## src/rtl/hvps_pkg.sv

```systemverilog
// Shared types and constants for the humidifier valve and pump sequencer.
// Holds the configuration, classification and result structs and the code constants.
// No dependencies; every other file in rtl/ refers to it by scoped names.
`timescale 1ns / 1ps
`default_nettype none

package hvps_pkg;

    // Widths of the shared countdown, the debounce run counters and the other fields.
    localparam int TIMER_BITS = 12;
    localparam int RUN_BITS   = 8;
    localparam int HUM_BITS   = 11;
    localparam int DUTY_BITS  = 8;
    localparam int CFG_BITS   = 12;
    localparam int CFG_IDX_BITS = 3;

    // Configuration register indexes.
    localparam logic [CFG_IDX_BITS-1:0] CFG_PRESET    = 3'd0;
    localparam logic [CFG_IDX_BITS-1:0] CFG_DEBOUNCE  = 3'd1;
    localparam logic [CFG_IDX_BITS-1:0] CFG_VALVE     = 3'd2;
    localparam logic [CFG_IDX_BITS-1:0] CFG_PUMP_RUN  = 3'd3;
    localparam logic [CFG_IDX_BITS-1:0] CFG_PUMP_WAIT = 3'd4;
    localparam logic [CFG_IDX_BITS-1:0] CFG_DUTY      = 3'd5;

    // Reset values of the configuration registers.
    localparam logic signed [HUM_BITS-1:0] PRESET_RST    = 11'sd500;
    localparam logic [RUN_BITS-1:0]        DEBOUNCE_RST  = 8'd10;
    localparam logic [TIMER_BITS-1:0]      VALVE_RST     = 12'd180;
    localparam logic [TIMER_BITS-1:0]      PUMP_RUN_RST  = 12'd60;
    localparam logic [TIMER_BITS-1:0]      PUMP_WAIT_RST = 12'd60;
    localparam logic [DUTY_BITS-1:0]       DUTY_RST      = 8'd217;

    // Pump phase codes.
    localparam logic [1:0] PH_IDLE = 2'd0;
    localparam logic [1:0] PH_RUN  = 2'd1;
    localparam logic [1:0] PH_WAIT = 2'd2;

    // Configuration register file contents.
    typedef struct packed {
        logic signed [HUM_BITS-1:0] rh_setpoint;
        logic [RUN_BITS-1:0]        settle_count;
        logic [TIMER_BITS-1:0]      valve_fill_ticks;
        logic [TIMER_BITS-1:0]      pump_run_ticks;
        logic [TIMER_BITS-1:0]      pump_wait_ticks;
        logic [DUTY_BITS-1:0]       pump_run_duty;
    } t_cfg;

    // One classified tick, passed from the front to the back.
    typedef struct packed {
        logic water_empty;
        logic target;
    } t_cls;

    // One result item.
    typedef struct packed {
        logic                  valve_open;
        logic [DUTY_BITS-1:0]  pump_duty;
        logic                  water_empty;
        logic [1:0]            pump_phase;
        logic [TIMER_BITS-1:0] ticks_left;
        logic                  target_reached;
    } t_result;

endpackage

`default_nettype wire

```

## src/rtl/humidifier_valve_pump_sequencer.sv

```systemverilog
// Humidifier valve and pump sequencer.
// Usage: each request on the input queue port is one one-second tick carrying the
// raw tank sense bit and the corrected humidity in tenths of a percent. The
// tick is accepted at a rising edge with push high and full low. Each tick
// produces exactly one result, presented while empty is low and taken at a
// rising edge with pop high.
// Configuration: six registers written through i_cfg_we / i_cfg_idx /
// i_cfg_data; indexes above five are ignored. The user must write them only
// while no tick is in flight; the block itself does not enforce this.
// Flow: on acceptance the front debounce result enters the classification
// queue; the control step then moves it into the result queue, whose head
// drives the output ports. Throughput: one tick per cycle while pop stays
// high; both queues hold two entries.
// Stalls: when pop is held low the result queue fills, the back end stops,
// the classification queue fills and full rises; nothing is lost.
// Reset: synchronous active-low reset empties both queues, clears debounce
// and control state and loads the register defaults.
// Depends on hvps_pkg, hvps_front, hvps_cls_queue, hvps_back, hvps_res_queue.
`timescale 1ns / 1ps
`default_nettype none

module humidifier_valve_pump_sequencer (
    input  wire logic                                  i_clk,
    input  wire logic                                  i_rst_n,
    input  wire logic                                  push,
    output logic                                       full,
    input  wire logic                                  i_tank_sense_high,
    input  wire logic signed [hvps_pkg::HUM_BITS-1:0]  i_humidity_tenths,
    output logic                                       empty,
    input  wire logic                                  pop,
    output logic                                       o_valve_open,
    output logic [hvps_pkg::DUTY_BITS-1:0]             o_pump_duty,
    output logic                                       o_water_empty,
    output logic [1:0]                                 o_pump_phase,
    output logic [hvps_pkg::TIMER_BITS-1:0]            o_ticks_left,
    output logic                                       o_target_reached,
    input  wire logic                                  i_cfg_we,
    input  wire logic [hvps_pkg::CFG_IDX_BITS-1:0]     i_cfg_idx,
    input  wire logic [hvps_pkg::CFG_BITS-1:0]         i_cfg_data
);

    hvps_pkg::t_cfg    r_cfg;
    hvps_pkg::t_cls    front_cls;
    hvps_pkg::t_cls    cls_head;
    hvps_pkg::t_result back_result;
    hvps_pkg::t_result res_head;
    logic              take;
    logic              cls_empty;
    logic              res_full;
    logic              back_go;

    // Configuration register file.
    always_ff @(posedge i_clk) begin
        if (!i_rst_n) begin
            r_cfg.rh_setpoint      <= hvps_pkg::PRESET_RST;
            r_cfg.settle_count     <= hvps_pkg::DEBOUNCE_RST;
            r_cfg.valve_fill_ticks <= hvps_pkg::VALVE_RST;
            r_cfg.pump_run_ticks   <= hvps_pkg::PUMP_RUN_RST;
            r_cfg.pump_wait_ticks  <= hvps_pkg::PUMP_WAIT_RST;
            r_cfg.pump_run_duty    <= hvps_pkg::DUTY_RST;
        end else if (i_cfg_we) begin
            case (i_cfg_idx)
                hvps_pkg::CFG_PRESET:
                    r_cfg.rh_setpoint <= signed'(i_cfg_data[hvps_pkg::HUM_BITS-1:0]);
                hvps_pkg::CFG_DEBOUNCE:
                    r_cfg.settle_count <= i_cfg_data[hvps_pkg::RUN_BITS-1:0];
                hvps_pkg::CFG_VALVE:
                    r_cfg.valve_fill_ticks <= i_cfg_data[hvps_pkg::TIMER_BITS-1:0];
                hvps_pkg::CFG_PUMP_RUN:
                    r_cfg.pump_run_ticks <= i_cfg_data[hvps_pkg::TIMER_BITS-1:0];
                hvps_pkg::CFG_PUMP_WAIT:
                    r_cfg.pump_wait_ticks <= i_cfg_data[hvps_pkg::TIMER_BITS-1:0];
                hvps_pkg::CFG_DUTY:
                    r_cfg.pump_run_duty <= i_cfg_data[hvps_pkg::DUTY_BITS-1:0];
                default: begin
                end
            endcase
        end
    end

    // Input request handshake.
    assign take = push && !full;

    hvps_front u_front (
        .i_clk             (i_clk),
        .i_rst_n           (i_rst_n),
        .i_take            (take),
        .i_tank_sense_high (i_tank_sense_high),
        .i_humidity_tenths (i_humidity_tenths),
        .i_cfg             (r_cfg),
        .o_cls             (front_cls)
    );

    hvps_cls_queue u_cls_queue (
        .i_clk   (i_clk),
        .i_rst_n (i_rst_n),
        .i_push  (push),
        .i_data  (front_cls),
        .i_pop   (back_go),
        .o_full  (full),
        .o_empty (cls_empty),
        .o_head  (cls_head)
    );

    // The back end steps when a tick waits and the result queue has room.
    assign back_go = !cls_empty && !res_full;

    hvps_back u_back (
        .i_clk    (i_clk),
        .i_rst_n  (i_rst_n),
        .i_go     (back_go),
        .i_cls    (cls_head),
        .i_cfg    (r_cfg),
        .o_result (back_result)
    );

    hvps_res_queue u_res_queue (
        .i_clk   (i_clk),
        .i_rst_n (i_rst_n),
        .i_push  (back_go),
        .i_data  (back_result),
        .i_pop   (pop),
        .o_full  (res_full),
        .o_empty (empty),
        .o_head  (res_head)
    );

    // Result fields.
    assign o_valve_open     = res_head.valve_open;
    assign o_pump_duty      = res_head.pump_duty;
    assign o_water_empty    = res_head.water_empty;
    assign o_pump_phase     = res_head.pump_phase;
    assign o_ticks_left     = res_head.ticks_left;
    assign o_target_reached = res_head.target_reached;

endmodule

`default_nettype wire

```

## src/rtl/hvps_front.sv

```systemverilog
// Front end: debounces the tank sense bit and compares humidity with the preset.
// Depends on hvps_pkg for the configuration and classification types.
`timescale 1ns / 1ps
`default_nettype none

module hvps_front (
    input  wire logic                          i_clk,
    input  wire logic                          i_rst_n,
    input  wire logic                          i_take,
    input  wire logic                          i_tank_sense_high,
    input  wire logic signed [hvps_pkg::HUM_BITS-1:0] i_humidity_tenths,
    input  wire hvps_pkg::t_cfg                i_cfg,
    output hvps_pkg::t_cls                     o_cls
);

    logic [hvps_pkg::RUN_BITS-1:0] r_high_run;
    logic [hvps_pkg::RUN_BITS-1:0] r_low_run;
    logic                          r_empty_flag;
    logic [hvps_pkg::RUN_BITS-1:0] n_high_run;
    logic [hvps_pkg::RUN_BITS-1:0] n_low_run;
    logic                          n_empty_flag;

    // Saturating run counters and the flag they flip.
    always_comb begin
        n_high_run   = r_high_run;
        n_low_run    = r_low_run;
        n_empty_flag = r_empty_flag;
        if (i_tank_sense_high) begin
            if (r_high_run != '1) begin
                n_high_run = r_high_run + 1'b1;
            end
            n_low_run = '0;
            if (n_high_run >= i_cfg.settle_count) begin
                n_empty_flag = 1'b1;
            end
        end else begin
            if (r_low_run != '1) begin
                n_low_run = r_low_run + 1'b1;
            end
            n_high_run = '0;
            if (n_low_run >= i_cfg.settle_count) begin
                n_empty_flag = 1'b0;
            end
        end
    end

    // Classification handed to the queue on the accepting edge.
    always_comb begin
        o_cls.water_empty = n_empty_flag;
        o_cls.target      = (i_humidity_tenths >= i_cfg.rh_setpoint);
    end

    // Debounce state advances only on an accepted request.
    always_ff @(posedge i_clk) begin
        if (!i_rst_n) begin
            r_high_run   <= '0;
            r_low_run    <= '0;
            r_empty_flag <= 1'b0;
        end else if (i_take) begin
            r_high_run   <= n_high_run;
            r_low_run    <= n_low_run;
            r_empty_flag <= n_empty_flag;
        end
    end

endmodule

`default_nettype wire

```

## src/rtl/hvps_cls_queue.sv

```systemverilog
// Two-entry queue of classified ticks between the front and the back.
// Depends on hvps_pkg for the t_cls type.
`timescale 1ns / 1ps
`default_nettype none

module hvps_cls_queue (
    input  wire logic           i_clk,
    input  wire logic           i_rst_n,
    input  wire logic           i_push,
    input  wire hvps_pkg::t_cls i_data,
    input  wire logic           i_pop,
    output logic                o_full,
    output logic                o_empty,
    output hvps_pkg::t_cls      o_head
);

    hvps_pkg::t_cls r_mem [2];
    logic           r_wptr;
    logic           r_rptr;
    logic [1:0]     r_count;
    logic           do_push;
    logic           do_pop;

    assign o_full  = (r_count == 2'd2);
    assign o_empty = (r_count == 2'd0);
    assign o_head  = r_mem[r_rptr];
    assign do_push = i_push && !o_full;
    assign do_pop  = i_pop && !o_empty;

    // Storage is written without reset.
    always_ff @(posedge i_clk) begin
        if (do_push) begin
            r_mem[r_wptr] <= i_data;
        end
    end

    // Pointers and fill count.
    always_ff @(posedge i_clk) begin
        if (!i_rst_n) begin
            r_wptr  <= 1'b0;
            r_rptr  <= 1'b0;
            r_count <= 2'd0;
        end else begin
            if (do_push) begin
                r_wptr <= ~r_wptr;
            end
            if (do_pop) begin
                r_rptr <= ~r_rptr;
            end
            if (do_push && !do_pop) begin
                r_count <= r_count + 2'd1;
            end else if (do_pop && !do_push) begin
                r_count <= r_count - 2'd1;
            end
        end
    end

endmodule

`default_nettype wire

```

## src/rtl/hvps_res_queue.sv

```systemverilog
// Two-entry result queue that drives the output side of the block.
// Depends on hvps_pkg for the t_result type.
`timescale 1ns / 1ps
`default_nettype none

module hvps_res_queue (
    input  wire logic              i_clk,
    input  wire logic              i_rst_n,
    input  wire logic              i_push,
    input  wire hvps_pkg::t_result i_data,
    input  wire logic              i_pop,
    output logic                   o_full,
    output logic                   o_empty,
    output hvps_pkg::t_result      o_head
);

    hvps_pkg::t_result r_mem [2];
    logic              r_wptr;
    logic              r_rptr;
    logic [1:0]        r_count;
    logic              do_push;
    logic              do_pop;

    assign o_full  = (r_count == 2'd2);
    assign o_empty = (r_count == 2'd0);
    assign o_head  = r_mem[r_rptr];
    assign do_push = i_push && !o_full;
    assign do_pop  = i_pop && !o_empty;

    // Storage is written without reset.
    always_ff @(posedge i_clk) begin
        if (do_push) begin
            r_mem[r_wptr] <= i_data;
        end
    end

    // Pointers and fill count.
    always_ff @(posedge i_clk) begin
        if (!i_rst_n) begin
            r_wptr  <= 1'b0;
            r_rptr  <= 1'b0;
            r_count <= 2'd0;
        end else begin
            if (do_push) begin
                r_wptr <= ~r_wptr;
            end
            if (do_pop) begin
                r_rptr <= ~r_rptr;
            end
            if (do_push && !do_pop) begin
                r_count <= r_count + 2'd1;
            end else if (do_pop && !do_push) begin
                r_count <= r_count - 2'd1;
            end
        end
    end

endmodule

`default_nettype wire

```

## src/rtl/hvps_back.sv

```systemverilog
// Back end: applies the valve and pump priority rules to one classified tick.
// Depends on hvps_pkg for the configuration, classification and result types.
`timescale 1ns / 1ps
`default_nettype none

module hvps_back (
    input  wire logic              i_clk,
    input  wire logic              i_rst_n,
    input  wire logic              i_go,
    input  wire hvps_pkg::t_cls    i_cls,
    input  wire hvps_pkg::t_cfg    i_cfg,
    output hvps_pkg::t_result      o_result
);

    logic                            r_valve_active;
    logic                            r_pump_active;
    logic                            r_valve_done;
    logic [1:0]                      r_phase;
    logic [hvps_pkg::TIMER_BITS-1:0] r_countdown;
    logic                            n_valve_active;
    logic                            n_pump_active;
    logic                            n_valve_done;
    logic [1:0]                      n_phase;
    logic [hvps_pkg::TIMER_BITS-1:0] n_countdown;
    logic                            cd_zero;

    assign cd_zero = (r_countdown == '0);

    // Priority rules: target, open valve, empty tank, pump cycle, empty after fill.
    always_comb begin
        n_valve_active = r_valve_active;
        n_pump_active  = r_pump_active;
        n_valve_done   = r_valve_done;
        n_phase        = r_phase;
        n_countdown    = r_countdown;
        if (i_cls.target) begin
            if (r_valve_active) begin
                n_valve_active = 1'b0;
                n_countdown    = '0;
            end
            if (r_pump_active) begin
                n_pump_active = 1'b0;
                n_phase       = hvps_pkg::PH_IDLE;
                n_countdown   = '0;
            end
        end else if (r_valve_active) begin
            if (r_pump_active) begin
                n_pump_active = 1'b0;
                n_phase       = hvps_pkg::PH_IDLE;
            end
            if (!cd_zero) begin
                n_countdown = r_countdown - 1'b1;
            end else begin
                n_valve_active = 1'b0;
                n_valve_done   = 1'b1;
            end
        end else if (i_cls.water_empty && !r_valve_done) begin
            if (r_pump_active) begin
                n_pump_active = 1'b0;
                n_phase       = hvps_pkg::PH_IDLE;
            end
            n_valve_active = 1'b1;
            n_countdown    = i_cfg.valve_fill_ticks;
        end else if (!i_cls.water_empty) begin
            n_valve_done = 1'b0;
            case (r_phase)
                hvps_pkg::PH_RUN: begin
                    if (!cd_zero) begin
                        n_countdown = r_countdown - 1'b1;
                    end else begin
                        n_pump_active = 1'b0;
                        n_countdown   = i_cfg.pump_wait_ticks;
                        n_phase       = hvps_pkg::PH_WAIT;
                    end
                end
                hvps_pkg::PH_WAIT: begin
                    if (!cd_zero) begin
                        n_countdown = r_countdown - 1'b1;
                    end else begin
                        n_phase = hvps_pkg::PH_IDLE;
                    end
                end
                default: begin
                    n_pump_active = 1'b1;
                    n_countdown   = i_cfg.pump_run_ticks;
                    n_phase       = hvps_pkg::PH_RUN;
                end
            endcase
        end else begin
            if (r_pump_active) begin
                n_pump_active = 1'b0;
                n_phase       = hvps_pkg::PH_IDLE;
            end
        end
    end

    // Result is taken from the updated state.
    always_comb begin
        o_result.valve_open     = n_valve_active;
        o_result.pump_duty      = n_pump_active ? i_cfg.pump_run_duty : '0;
        o_result.water_empty    = i_cls.water_empty;
        o_result.pump_phase     = n_phase;
        o_result.ticks_left     = n_countdown;
        o_result.target_reached = i_cls.target;
    end

    // Control state advances once per processed tick.
    always_ff @(posedge i_clk) begin
        if (!i_rst_n) begin
            r_valve_active <= 1'b0;
            r_pump_active  <= 1'b0;
            r_valve_done   <= 1'b0;
            r_phase        <= hvps_pkg::PH_IDLE;
            r_countdown    <= '0;
        end else if (i_go) begin
            r_valve_active <= n_valve_active;
            r_pump_active  <= n_pump_active;
            r_valve_done   <= n_valve_done;
            r_phase        <= n_phase;
            r_countdown    <= n_countdown;
        end
    end

endmodule

`default_nettype wire

```

## config.mk

```make
export PLATFORM = sky130hd
export DESIGN_NAME = humidifier_valve_pump_sequencer
export DESIGN_NICKNAME = d
export VERILOG_FILES = /design/src/rtl/hvps_pkg.sv /design/src/rtl/humidifier_valve_pump_sequencer.sv /design/src/rtl/hvps_front.sv /design/src/rtl/hvps_cls_queue.sv /design/src/rtl/hvps_res_queue.sv /design/src/rtl/hvps_back.sv
export SDC_FILE = /design/constraint.sdc
export NUM_CORES = 1
export LEC_CHECK = 0
export ABC_AREA = 1
export BUFFER_PORTS_ARGS = -buffer_cell sky130_fd_sc_hd__clkbuf_2
export CAP_MARGIN = 20
export CORE_ASPECT_RATIO = 0.9
export CORE_MARGIN = 5
export CORE_UTILIZATION = 55
export DETAILED_ROUTE_END_ITERATION = 6
export GPL_TIMING_DRIVEN = 0
export PLACE_DENSITY = 0.77
export SLEW_MARGIN = 0
export SYNTH_ARGS = -nofsm -noshare
export SYNTH_HDL_FRONTEND = slang
export SYNTH_SLANG_ARGS = --single-unit
```

## constraint.sdc

```tcl
create_clock -name i_clk -period 2.3 [get_ports i_clk]
set_input_delay 0.46 -clock i_clk [delete_from_list [all_inputs] [get_ports i_clk]]
set_output_delay 0.46 -clock i_clk [all_outputs]
set_load 0.02 [all_outputs]
```

==> results_dict.tcl, run 1 <==
set metrics [dict create \
    via_per_inst 5.434 \
    dp.cells 1261 \
    p_switching_uw 4848 \
    period_minus_slack_ps 2338 \
    detail_route.wl_per_cell_microns 15.61 \
    place_hpwl_microns 14600 \
    p_clk_frac 0.240 \
    p_sw_frac 0.4108 \
    layout.cells.non_filler 1307 \
    pre_cts_ws_ps -290.6 \
    r2r_start "u_front.r_high_run[0]$_SDFFE_PN0P_" \
    route.met3.wl_microns 1100 \
    met1_length_microns 8664 \
    fmax_mhz 427.7 \
    synthArstFlopShare 0 \
    worst_clock_skew_ps 9.413 \
    overflow 0 \
    syn_nets 1070 \
    finalHoldViolCount 0 \
    dr_total_vias 7102 \
    finalCritPeriodShare 1.017 \
    yosysSeqAreaShare 0.4636 \
    antenna_found_initial 0 \
    synth_warnings 0 \
    crit_start "u_front.r_high_run[0]$_SDFFE_PN0P_" \
    initial_core_util 0.5558 \
    hp-class "in -> reg" \
    die_x_microns 138.1 \
    crit_type "reg -> reg" \
    avgSynthCellArea_sq_um 8.087 \
    synthFlopType "dfxtp_1" \
    dr.max_layer_used "met4" \
    cap_viol_max_count 0 \
    synth_seq_cells 161 \
    synth_edf_count 54 \
    track_usage 0.2395 \
    diodes 0 \
    slew_headroom 0.5728 \
    setup_viol 3 \
    irDropWorstVdd_mv 0.7109 \
    crit_path_max_fanout 7 \
    h-tree-depth 4 \
    fin_ws_ps -38.22 \
    cp.required_ps 2630 \
    synth_top_area_frac 0.2638 \
    holdBufCountCts 0 \
    place_congestion 0.9995 \
    clock_sinks 161 \
    status "finished, violations left" \
    p_seq_frac 0.348 \
    synthTopCellsByArea "dfxtp_1, edfxtp_1, nand2_1" \
    fin_nets 1162 \
    route.met2.wl_microns 10250 \
    cts_buffer_depth 2 \
    p_comb_frac 0.412 \
    num_rows 42 \
    end_kind "flip-flop" \
    total_power_uw 11800 \
    grt_max_degree 19 \
    crit_path_top_delay_cell "dfxtp_4" \
    dieHeight_microns 125.3 \
    critical_path.max_stage_delay_ps 370 \
    finalMaxSlewViolations 0 \
    post_route_cells_drive_above_1_share 0.1830 \
    holdCritStartpoint "i_cfg_data[10]" \
    synthToLayoutAreaGrowth_pct 18.40 \
    final_antenna_net_count 0 \
    critPathLaunchType "flip-flop" \
    syn_area_sq_um 8119 \
    drt_iter0_markers 586 \
    io_buffers 57 \
    core_sq_um 14610 \
    power_leakage_uw 0.004263 \
    violations "negative setup slack" \
    arrival_ps 2670 \
    first_pass_iters 5 \
    ys_types 45 \
    grt_pass1_vias 6978 \
    cts_tree "done" \
    insertion_delay_ps 440 \
    cts_root_buf "clkbuf_16" \
    yosysTopAreaCell "dfxtp_1" \
    tightest_slew_ps 640.8 \
    clk_pin_slew_ps 70 \
    cts_buffers 17 \
    intPower_uw 6955 \
    dieArea_sq_um 17300 \
    postRouteWirelength_microns 20410 \
    rsz0062_at_grt "true" \
    drcViolationCount 0 \
    grt_pass1_wl_microns 33660 \
    cp_cell_sequence "ha_4 > nand3_4 > nor2_4 > nand3_4 > nand2_2 > nor2_4 > nor2_1 > ha_1 > nand2_1 > o21ai_0 > nand2_1 > nand3_2 > o21ai_2 > o21ai_2 > o21ai_1 > inv_1" \
    synth_cells 1004 \
    p_per_area_nw_per_um2 1228 \
    io_pins 59 \
]
-- cell families (layout without fill, tap and decap cells) --
group,count (synthesis),after routing,share of synthesized area
AND/OR/NAND/NOR,385,385,0.2025
AO/OA/AOI/OAI,211,211,0.1444
buffers and inverters,167,272,0.07936
flip-flops,161,161,0.4636
adder cells (fa/ha/maj),34,34,0.05240
multiplexers,27,27,0.03729
XOR/XNOR,19,19,0.02050
-- routing by layer --
layer | vias up | GRT usage
li1 | 3528 | -
met3 | 41 | 0.04811
met2 | 211 | 0.4234
met4 | 0 | 0.07844
met5 | - | 0
met1 | 3322 | 0.2943
-- critical path, delay by kind of cell (launching register included) --
| family | cells | cell delay (ps) |
|---|---|---|
| AOI/OAI and AO/OA | 4 | 420 |
| adders and majority gates | 2 | 410 |
| and+or+nand+nor | 9 | 980 |
| DFF | 1 | 370 |
| buffers and inverters | 1 | 50 |
-- synth_stat cells (2+ instances only) --
master	n
xnor2_1	5
clkbuf_1	31
nor3_1	2
o221ai_1	2
nor2_2	4
a21oi_1	87
a32oi_1	2
nand2_2	5
nor3_4	2
a22oi_1	2
o21ai_1	2
nor2_1	102
o21ai_0	84
or2_0	2
nand2_1	187
inv_1	125
a211oi_1	2
or2_2	4
ha_1	34
nand4_1	7
nand3_1	66
xor2_1	14
o211ai_1	19
edfxtp_1	54
buf_4	2
o21a_1	3
o31ai_1	2
mux2_2	26
dfxtp_1	107
inv_2	3
clkinv_1	2
o2111ai_1	2
-- layout by cell type, fill, tap and decap left out, types with 7 or more instances in the layout --
master / instances
nand2_1: 183
inv_1: 122
dfxtp_1: 100
nor2_1: 98
a21oi_1: 83
o21ai_0: 77
nand3_1: 60
clkbuf_2: 59
edfxtp_1: 54
ha_1: 30
clkbuf_1: 28
mux2_2: 25
o211ai_1: 19
buf_4: 17
clkbuf_16: 17
xor2_1: 13
nand2_2: 8
nand4_1: 7
-- power groups by stage --
stage,Sequential (uW),Combinational [uW],Clock (uW)
global route,4160,5410,3020
detailed placement,4140,4690,0
finish,4110,4860,2830
CTS,4100,4750,2860
floorplan,4050,3420,0
global placement,4130,4560,0
-- registers in the layout, indices dropped and copies added, names as in the netlist, 2 cells and up, named ones only --
register,cells
r_cfg,63
u_res_queue.r_mem,50
u_back.r_countdown,12
u_front.r_high_run,8
u_front.r_low_run,8
u_cls_queue.r_mem,4
u_back.r_phase,2
u_cls_queue.r_count,2
u_res_queue.r_count,2
-- through the flow --
stage | hold WS [ps] | TNS [ps] | instance area [sq um] | utilization
final | 305.8 | -77.67 | 9613 | 0.6580
after global routing | 313.7 | -460.1 | 9613 | 0.6580
after CTS | 296.7 | -13.90 | 9469 | 0.6482
after detailed placement | 444.1 | -808.5 | 8702 | 0.5957
after global placement | 431.2 | -24980 | 8670 | 0.5934
after floorplan | 421.4 | 0 | 8137 | -
-- final timing paths --
kind                                        to  slack, ps  cells after the start
max reg2reg  u_front.r_empty_flag$_SDFFE_PN0P_        -40                     16
min reg2reg                          flip-flop        460                      1
max          u_front.r_empty_flag$_SDFFE_PN0P_        -40                     16
min                     r_cfg[18]$_SDFFE_PN0P_        310                      3
-- what timing repair did --
item	CTS	global route
endpoints found under the hold margin	0	0
buffers inserted	9	6
pin swaps	12	17
endpoints found under the setup margin	24	51
resized for setup	27	32
-- cell type report --
| type | count | area, sq um |
|---|---|---|
| Tap cell | 198 | 247.7 |
| Clock inverter | 15 | 172.7 |
| Fill cell | 1245 | 4996 |
| Timing Repair Buffer | 74 | 427.9 |
| Clock buffer | 17 | 425.4 |
| Inverter | 131 | 493.0 |
| Buffer | 35 | 153.9 |
| Sequential cell | 161 | 3780 |
| Multi-Input combinational cell | 676 | 3913 |
Note: power is estimated with default switching activity, not from simulation.
==> inputs of run 2 (changes only) <==
- ABC_AREA: 1 -> not set
==> run 2 against run 1 <==
Setup slack worse by 450 ps. Global-route usage up 2.1 points. Non-clock buffer count up 19. The flow still finishes with violations (negative setup slack). Critical endpoint is now u_cls_queue.r_mem[1][1]$_DFFE_PP_. Final area up 0.83%. Total power down 0.20%. Cell count down 8.3%. First-iteration DRC count up 24%. Register-to-register slack worse by 450 ps.
==> results_dict.tcl, run 2 <==
set metrics [dict create \
    synth_edf_count 54 \
    p_per_area_nw_per_um2 1215 \
    post_route_cells_drive_above_1_share 0.2348 \
    crit_type "reg -> reg" \
    overflow 0 \
    clk_pin_slew_ps 70 \
    synthTopCellsByArea "dfxtp_1, edfxtp_1, nand2_1" \
    layout.cells.non_filler 1198 \
    drcViolationCount 0 \
    synth_warnings 0 \
    total_power_uw 11780 \
    cts_root_buf "clkbuf_16" \
    end_kind "flip-flop" \
    synth-simple-area-share 0.2040 \
    insertion_delay_ps 440 \
    drt_iter0_markers 724 \
    synth_adder_area_share 0.05303 \
    fin_nets 1058 \
    worst_clock_skew_ps 7.929 \
    num_rows 41 \
    yosys.cell_count.top_type "nand2_1" \
    synthToLayoutAreaGrowth_pct 20.82 \
    synthFlopType "dfxtp_1" \
    cts_tree "done" \
    yosysSeqAreaShare 0.4691 \
    antenna_found_initial 0 \
    layout_common_cells "nand2_1, dfxtp_1, a21oi_1, clkbuf_2, nor2_1" \
    finalCritPeriodShare 1.213 \
    critPathLaunchType "flip-flop" \
    cts_buffers 17 \
    diodes 0 \
    synthArstFlopShare 0 \
    core_sq_um 14160 \
    track_usage 0.2608 \
    synthMuxAreaShare 0.05724 \
    power_leakage_uw 0.003880 \
    postRouteWirelength_microns 22160 \
    cts_buffer_depth 2 \
    finalMaxSlewViolations 0 \
    top_regs "r_cfg x63, u_res_queue.r_mem x50, u_back.r_countdown x12" \
    fmax_mhz 358.4 \
    place_hpwl_microns 15300 \
    io_buffers 56 \
    violations "negative setup slack" \
    largest_reg_flops 63 \
    largest_register "r_cfg" \
    syn_area_sq_um 8023 \
    via_per_inst 5.950 \
    die_x_microns 137.3 \
    slew_headroom 0.4153 \
    avgSynthCellArea_sq_um 8.984 \
    first_pass_iters 6 \
    arrival_ps 2970 \
    grt_pass1_vias 6722 \
    tightest_slew_ps 870.4 \
    syn_nets 959 \
    yosysTopAreaCell "dfxtp_1" \
    irDropWorstVdd_mv 0.7358 \
    rsz0062_at_grt "true" \
    crit_path_max_fanout 4 \
    synth_top_area_frac 0.2670 \
    dieHeight_microns 124.6 \
    ys_types 64 \
    detail_route.wl_per_cell_microns 18.50 \
    synth-compound-area-share 0.1549 \
    initial_core_util 0.5666 \
    yosys-top-cells-count "nand2_1, dfxtp_1, a21oi_1" \
    synth_seq_cells 161 \
    grt_max_degree 26 \
    cap_viol_max_count 0 \
    finalHoldViolCount 0 \
    synth_cells 893 \
    clock_sinks 161 \
    dr_total_vias 7128 \
    final_antenna_net_count 0 \
    period_minus_slack_ps 2790 \
    grt_pass1_wl_microns 34990 \
    io_pins 59 \
    cp.required_ps 2480 \
    dp.cells 1143 \
    place_congestion 0.9591 \
    hp-class "in -> reg" \
    layout_commonest_cell "nand2_1" \
    synth_top_family_by_area "simple AND/OR/NAND/NOR gates" \
    synth-xor-area-share 0.02183 \
    pre_cts_ws_ps -881.3 \
    setup_viol 5 \
    status "finished, violations left" \
    h-tree-depth 4 \
    dieArea_sq_um 17110 \
    fin_ws_ps -490.1 \
]
==> run 2: power breakdown <==
group	switching (uW)	internal (uW)
registers	370	3680
clock network	1180	1740
logic	2870	1930
total	4420	7360
==> run 2: metrics by stage <==
step,setup TNS [ps],hold slack [ps],area (sq um),util
5_1_grt,-1716,301.3,9693,0.6846
2_1_floorplan,-925.9,431.7,8075,-
6_report,-1367,297.3,9693,0.6846
3_3_place_gp,-62140,437.8,8597,0.6072
3_5_place_dp,-44500,442.9,8615,0.6084
4_1_cts,-1480,293.4,9529,0.6730
==> run 2: metal layers <==
layer,GRT usage,share of wire,up-vias
met3,0.06300,0.088,53
li1,-,-,3369
met5,0,0,-
met1,0.3622,0.42,3376
met2,0.3992,0.47,330
met4,0.08627,0.022,0
==> run 2: final timing paths <==
kind	from	end	slack, ps	cells past startpoint
min reg2reg	r_cfg[1]$_SDFFE_PN0P_	r_cfg[1]$_SDFFE_PN0P_	450	2
min	i_cfg_data[11]	r_cfg[19]$_SDFFE_PN0P_	300	3
max reg2reg	u_front.r_high_run[1]$_SDFFE_PN0P_	u_cls_queue.r_mem[1][1]$_DFFE_PP_	-490	12
max	u_front.r_high_run[1]$_SDFFE_PN0P_	u_cls_queue.r_mem[1][1]$_DFFE_PP_	-490	12
==> run 2: kinds of logic (layout without fill, tap and decap cells) <==
group           after synthesis  after routing
compound gates              198            198
xor+xnor                     20             20
fa+ha+maj                    34             34
buf+inv                      82            194
flops                       161            161
mux                          42             42
simple gates                356            356
==> run 2: cell type report <==
| cell class | count | area (sq um) |
|---|---|---|
| Inverter | 34 | 135.1 |
| Clock buffer | 22 | 528.0 |
| Multi-Input combinational cell | 650 | 4167 |
| Sequential cell | 161 | 3796 |
| Buffer | 39 | 188.9 |
| Clock inverter | 10 | 91.34 |
| Fill cell | 1149 | 4466 |
| Tap cell | 193 | 241.5 |
| Timing Repair Buffer | 89 | 545.5 |
==> run 2: critical path, cell delays in order (launching register included) <==
cell	delay (ps)
dfxtp_4	350
ha_4	160
nand2_4	80
nor3_4	60
or3_4	400
xnor2_2	140
ha_1	290
a21oi_1	170
nor2b_1	70
a2111o_1	300
a31oi_2	200
nor2_1	70
o22a_1	230
==> run 2: what timing repair did <==
item | CTS | global route
pin swaps | 13 | 16
gates resized for setup | 42 | 45
setup endpoints to repair | 113 | 59
buffers inserted | 19 | 12
hold buffers | 0 | 0
==> inputs of run 3 (changes only) <==
--- a/config.mk
+++ b/config.mk
@@ -13,5 +13,5 @@
 export DETAILED_ROUTE_END_ITERATION = 6
 export GPL_TIMING_DRIVEN = 0
-export PLACE_DENSITY = 0.77
+export PLACE_DENSITY = 0.88
 export SLEW_MARGIN = 0
 export SYNTH_ARGS = -nofsm -noshare
==> constraint.sdc (replaced) <==
create_clock -name i_clk -period 2.3 [get_ports i_clk]
set_input_delay 0.345 -clock i_clk [delete_from_list [all_inputs] [get_ports i_clk]]
set_output_delay 0.345 -clock i_clk [all_outputs]
set_load 0.02 [all_outputs]
==> run 3 against run 2 <==
The run still ends with negative setup slack left. Clock skew increased by 3.7 ps. Cell count rose by 0.25%. Critical path depth down 1. Global-route usage rose by 0.19 points. Final area increased by 0.31%. Sequential power about the same. Setup slack lost 74 ps. Critical path type unchanged. Critical endpoint unchanged. Largest cell class unchanged. Highest routed layer unchanged.
==> results_dict.tcl, run 3 (synthesis results as in run 2) <==
set metrics [dict create \
    period_minus_slack_ps 2864 \
    num_rows 41 \
    layout_commonest_cell "nand2_1" \
    finalCritPeriodShare 1.245 \
    critical_path.max_stage_delay_ps 410 \
    cts_buffer_depth 2 \
    crit_path_max_fanout 4 \
    die_x_microns 137.3 \
    h-tree-depth 4 \
    clk_pin_slew_ps 70 \
    layout.cells.non_filler 1201 \
    fin_util 0.6867 \
    fin_ws_ps -564.4 \
    hold_slack_ps 204.0 \
    layout_common_cells "nand2_1, dfxtp_1, a21oi_1, clkbuf_2, nor2_1" \
    crit_type "reg -> reg" \
    tightest_slew_ps 897.7 \
    antenna_found_initial 0 \
    grt_max_degree 26 \
    overflow 0 \
    crit_path_top_delay_cell "or3_4" \
    dieHeight_microns 124.6 \
    ff2ff_setup_slack_ps -560 \
    core_sq_um 14160 \
    endpoint "u_cls_queue.r_mem[1][1]$_DFFE_PP_" \
    post_route_cells_drive_above_1_share 0.2411 \
    largest_reg_flops 63 \
    track_usage 0.2627 \
    place_hpwl_microns 15370 \
    clock_sinks 161 \
    fmax_mhz 349.1 \
    top_regs "r_cfg x63, u_res_queue.r_mem x50, u_back.r_countdown x12" \
    path_delay_family "compound AO/OA/AOI/OAI gates" \
    cap_viol_max_count 0 \
    dieArea_sq_um 17110 \
    setup_viol 5 \
    irDropWorstVdd_mv 0.6401 \
    finalHoldViolCount 0 \
    dr_total_vias 7314 \
    power_leakage_uw 0.003880 \
    place_congestion 1.023 \
    fin_nets 1061 \
    cp.required_ps 2470 \
    detail_route.wl_per_cell_microns 19.28 \
    holdBufCountCts 0 \
    crit_cells 11 \
    cts_buffers 17 \
    final_antenna_net_count 0 \
    first_pass_iters 6 \
    via_per_inst 6.090 \
    rsz0062_at_grt "true" \
    insertion_delay_ps 430 \
    cts_root_buf "clkbuf_16" \
    grt_pass1_vias 6890 \
    postRouteWirelength_microns 23160 \
    violations "negative setup slack" \
    final_cell_area_sq_um 9723 \
    worst_clock_skew_ps 11.64 \
    pre_cts_ws_ps -903.1 \
    r2r_cells 11 \
    status "finished, violations left" \
    p_per_area_nw_per_um2 1182 \
    cp_cell_sequence "nand4_1 > nor3_4 > or3_4 > xnor2_4 > ha_4 > a21oi_2 > nor2b_1 > a2111o_1 > a31oi_4 > nor2_2 > o22a_1" \
    arrival_ps 3030 \
    cts_tree "done" \
    synthToLayoutAreaGrowth_pct 21.19 \
    r2r_end "u_cls_queue.r_mem[1][1]$_DFFE_PP_" \
    largest_register "r_cfg" \
    io_pins 59 \
    io_buffers 56 \
    drcViolationCount 0 \
    nFillCells 1043 \
    slew_headroom 0.3969 \
    place_area_sq_um 8615 \
    crit_start "u_front.r_high_run[4]$_SDFFE_PN0P_" \
    initial_core_util 0.5666 \
    hp-class "in -> reg" \
    drt_iter0_markers 921 \
    critPathLaunchType "flip-flop" \
    dp.cells 1143 \
    finalMaxSlewViolations 0 \
    path_buf_inv 0 \
    diodes 0 \
    end_kind "flip-flop" \
    grt_pass1_wl_microns 35260 \
    r2r_start "u_front.r_high_run[4]$_SDFFE_PN0P_" \
]
-- run 3: tightest hold or removal path, cell delays in order --
cell and delay, ps:
clkbuf_2 120, nand2_1 70, a21oi_1 50
-- run 3: final cells by class --
class,count,area (sq um),share of cell area
buffer,38,178.9,0.01840
clock buffer,20,456.7,0.04697
clock inverter,12,106.4,0.01094
inverter,34,135.1,0.01390
multi-input combinational,650,4235,0.4356
sequential,161,3805,0.3913
tap,193,241.5,0.02484
timing repair buffer,93,564.3,0.05804
-- run 3: worst min path at each step --
stage	slack (ps)	endpoint	cells after the start	from
final	200	r_cfg[43]$_SDFFE_PN0P_	3	i_cfg_data[11]
after global routing	210	r_cfg[19]$_SDFFE_PN0P_	3	i_cfg_data[11]
after CTS	200	r_cfg[43]$_SDFFE_PN0P_	3	i_cfg_data[11]
after detailed placement	450	r_cfg[1]$_SDFFE_PN0P_	2	r_cfg[1]$_SDFFE_PN0P_
after global placement	440	r_cfg[2]$_SDFFE_PN0P_	2	r_cfg[2]$_SDFFE_PN0P_
after floorplan	430	r_cfg[1]$_SDFFE_PN0P_	2	r_cfg[1]$_SDFFE_PN0P_
-- run 3: power breakdown --
group / internal [uW] / switching, uW / leakage, uW
sequential: 3680 / 394 / 0.00139
combinational: 1850 / 2860 / 0.00221
clock: 1550 / 1160 / 0.000279
-- run 3: metal layers --
metal	routed length (microns)	global-route usage	share of wire	vias up
li1	-	-	-	3373
met1	9437	0.3503	0.41	3438
met2	10870	0.4142	0.47	441
met3	2192	0.06381	0.095	62
met4	656	0.09448	0.028	0
met5	0	0	0	-
-- run 3: timing repair --
item / 4_1_cts / 5_1_grt
gates resized for setup: 41 / 62
buffers inserted: 17 / 18
pin swaps: 21 / 24
cloned: 0 / 1
endpoints found under the setup margin: 112 / 61
-- run 3: metrics by stage --
stage / setup TNS, ps / total power, uW
2_1_floorplan: -925.9 / 6896
3_3_place_gp: -64080 / 8034
3_5_place_dp: -46380 / 8158
4_1_cts: -1711 / 11150
5_1_grt: -2205 / 12020
6_report: -1908 / 11490
